<file path="config.mk">
export PLATFORM = sky130hd
export DESIGN_NAME = sbc_cell
export DESIGN_NICKNAME = d
export VERILOG_FILES = /design/src/rtl/core/sbc_cell.sv
export SDC_FILE = /design/constraint.sdc
export NUM_CORES = 1
export LEC_CHECK = 0
export BUFFER_PORTS_ARGS = -buffer_cell sky130_fd_sc_hd__clkbuf_2
export CAP_MARGIN = 20
export CELL_PAD_IN_SITES_DETAIL_PLACEMENT = 0
export CELL_PAD_IN_SITES_GLOBAL_PLACEMENT = 1
export CORE_MARGIN = 2
export CORE_UTILIZATION = 33
export DETAILED_ROUTE_END_ITERATION = 8
export PLACE_DENSITY = 0.95
export SYNTH_ARGS = -nofsm -noshare
export SYNTH_HDL_FRONTEND = slang
export SYNTH_SLANG_ARGS = --single-unit
export TNS_END_PERCENT = 20
</file>
<file path="constraint.sdc">
create_clock -name vclk -period 5.9
set_input_delay 0.59 -clock vclk [all_inputs]
set_output_delay 0.59 -clock vclk [all_outputs]
set_load 0.05 [all_outputs]
</file>
<file path="src/rtl/core/sbc_cell.sv">
// One restoring division step for one axis: shift in the next dividend bit,
// take the divisor off where it fits and hand out the quotient bit.
module sbc_cell #(
   parameter int QW = 31,
   parameter int RW = 17
) (
   input  logic [QW-1:0] rem_cur,
   input  logic          num_bit,
   input  logic [RW-1:0] divisor,
   output logic [QW-1:0] rem_nxt,
   output logic          q_bit
);
   logic [QW:0] t;

   // trial subtract
   always_comb begin
      t = {rem_cur, num_bit};
      if (t >= (QW+1)'(divisor)) begin
         rem_nxt = QW'(t - (QW+1)'(divisor));
         q_bit   = 1'b1;
      end else begin
         rem_nxt = t[QW-1:0];
         q_bit   = 1'b0;
      end
   end
endmodule

</file>
==> impl_metrics.tcl <==
set metrics [dict create \
    status "complete, no violations" \
    overflow 0 \
    worstPathArrival_ns 3.68 \
    core.rowCount 23 \
    synth_top_area_share_pct 15.0 \
    grt_antenna_before_repair 0 \
    yosys.area.top_type "ha_1" \
    clkbuf_count 0 \
    core_mm2 0.00406 \
    num_io_pins 81 \
    synthTopCellsByArea "ha_1 15%, xor2_1 12%, o21ai_0 9.5%" \
    num-nets-final 364 \
    fin_crit_sh_pct 72.4 \
    drtPass1Iterations 6 \
    pre_cts_ws_ns 1.65 \
    p_per_area_mw_per_mm2 153 \
    yosysUniqueCellTypes 47 \
    slew_headroom_pct 49.6 \
    drc 0 \
    track_usage_pct 16.2 \
    seq_cells 0 \
    start_util_pct 35.0 \
    vias 1778 \
    maxCapViolations 0 \
    diodes 0 \
    grt_max_degree 33 \
    io_buffers 81 \
    yosys_warnings 0 \
    synthCells 217 \
    ys_seq_area_share_pct 0 \
    drive_above_1_share_pct 31.2 \
    end_kind "output pin" \
    syn-cell-area_mm2 0.00142 \
    avgSynthCellArea_um2 6.54 \
    hold_class "input port to output pin" \
    peakVddDrop_mv 0.0674 \
    tightest_slew_ns 0.749 \
    crit_type "input port to output pin" \
    syn2layout_area_growth_pct 31.7 \
    synth_fa_ha_area_share_pct 16.4 \
    final-seq-area_um2 0 \
    syn-num-nets 284 \
    drt_iter0_drc 76 \
    rsz0062_at_grt "no" \
    final_common_cell "clkbuf_2" \
    finalCriticalPeriod_ns 4.27 \
    grt_pass1_vias 1692 \
    synth.area.mux_share_pct 0 \
    synth-xor-area-share_pct 16.0 \
    required_ns 5.31 \
    setup_tns_ns 0 \
    post-cts-setup-buffers 0 \
    hold_buffers 0 \
    nFillCells 443 \
    fmax_mhz 234 \
    crit_path_start_kind "input port" \
    wl_mm 3.99 \
    crit_path_max_fanout 32 \
    die_w_um 69.6 \
    setup_slack_ns 1.63 \
    post_cts_resized 0 \
    p_leak_nw 0.947 \
    finalHoldViolCount 0 \
    synth_top_family_by_area "simple AND/OR/NAND/NOR gates" \
    synthSimpleGateAreaFrac_pct 32.3 \
    via_per_inst 5.15 \
    grt_pass1_wl_mm 6.92 \
    synth_compound_area_share_pct 28.2 \
    dpl.hpwl_mm 3.51 \
    final_max_slew_viol_count 0 \
    setup_viol 0 \
    dieHeight_um 69.6 \
    wl_per_cell_um 11.6 \
    postRouteAntennaNets 0 \
    final_cell_mix "81 x clkbuf_2, 30 x nand2_1, 27 x o21ai_0" \
    die_area_mm2 0.00484 \
    gp_congestion 0.855 \
]
critical path: stages:
cell	delay, ns
clkbuf_2	0.09
inv_1	0.04
ha_1	0.21
fa_1	0.40
nor2b_1	0.16
o31a_1	0.22
a2111oi_0	0.16
o31ai_1	0.52
nor2_2	0.13
buf_4	0.26
nor4b_1	0.44
xor2_1	0.17
clkbuf_2	0.29
logic make-up after synthesis:
family	count (synthesis)
simple gates	84
compound gates	65
xor+xnor	26
buf+inv	24
fa+ha+maj	18
worst paths after layout:
path               startpoint          end  depth (start not counted)
hold / removal    rem_cur[28]  rem_nxt[29]                          3
setup / recovery      num_bit  rem_nxt[30]                         13
metrics by stage:
step	area, µm²	total power, mW	hold WS (ns)	utilization [%]	instances
floorplan	1420	0.215	1.45	-	217
global placement	1870	0.285	1.57	46.1	345
detailed placement	1870	0.286	1.56	46.1	345
CTS	1870	0.287	1.56	46.1	345
global route	1870	0.310	1.58	46.1	345
finish	1870	0.286	1.56	46.1	345
synth_stat cells, types with 2 or more instances:
cell type and instances:
inv_1 20, o31a_1 2, xor2_1 20, buf_4 2, nor3_1 6, nand3_2 2
nor4_1 7, a21oi_1 14, nor3_2 2, nand2b_1 2, nand2_1 30, or4_1 2
and2_1 3, nor2b_1 5, a21o_1 5, nor2_1 7, xnor2_1 6, nand3_1 5
o21bai_1 2, a211oi_1 4, nor4b_1 2, o211ai_1 2, ha_1 17, o21ai_0 27
area by class of cell:
class	instances	area (µm²)	share of cell area, %
Inverter	20	75.1	4.02
Multi-Input combinational cell	193	1320	70.5
Tap cell	50	62.6	3.35
Timing Repair Buffer	82	413	22.1
where the power goes:
group	switching (mW)	internal, mW	total (mW)
registers	0	0	0
logic	0.203	0.0828	0.286
clock network	0	0	0
layer usage:
| layer | part of all wire, % | track usage [%] | vias up |
|---|---|---|---|
| met2 | 46 | 27.8 | 55 |
| met3 | 4.9 | 1.02 | 6 |
| li1 | - | - | 942 |
| met1 | 48 | 23.0 | 775 |
| met5 | 0 | 0 | - |
| met4 | 1.1 | 1.74 | 0 |
Power figures use the tool's default switching activity.
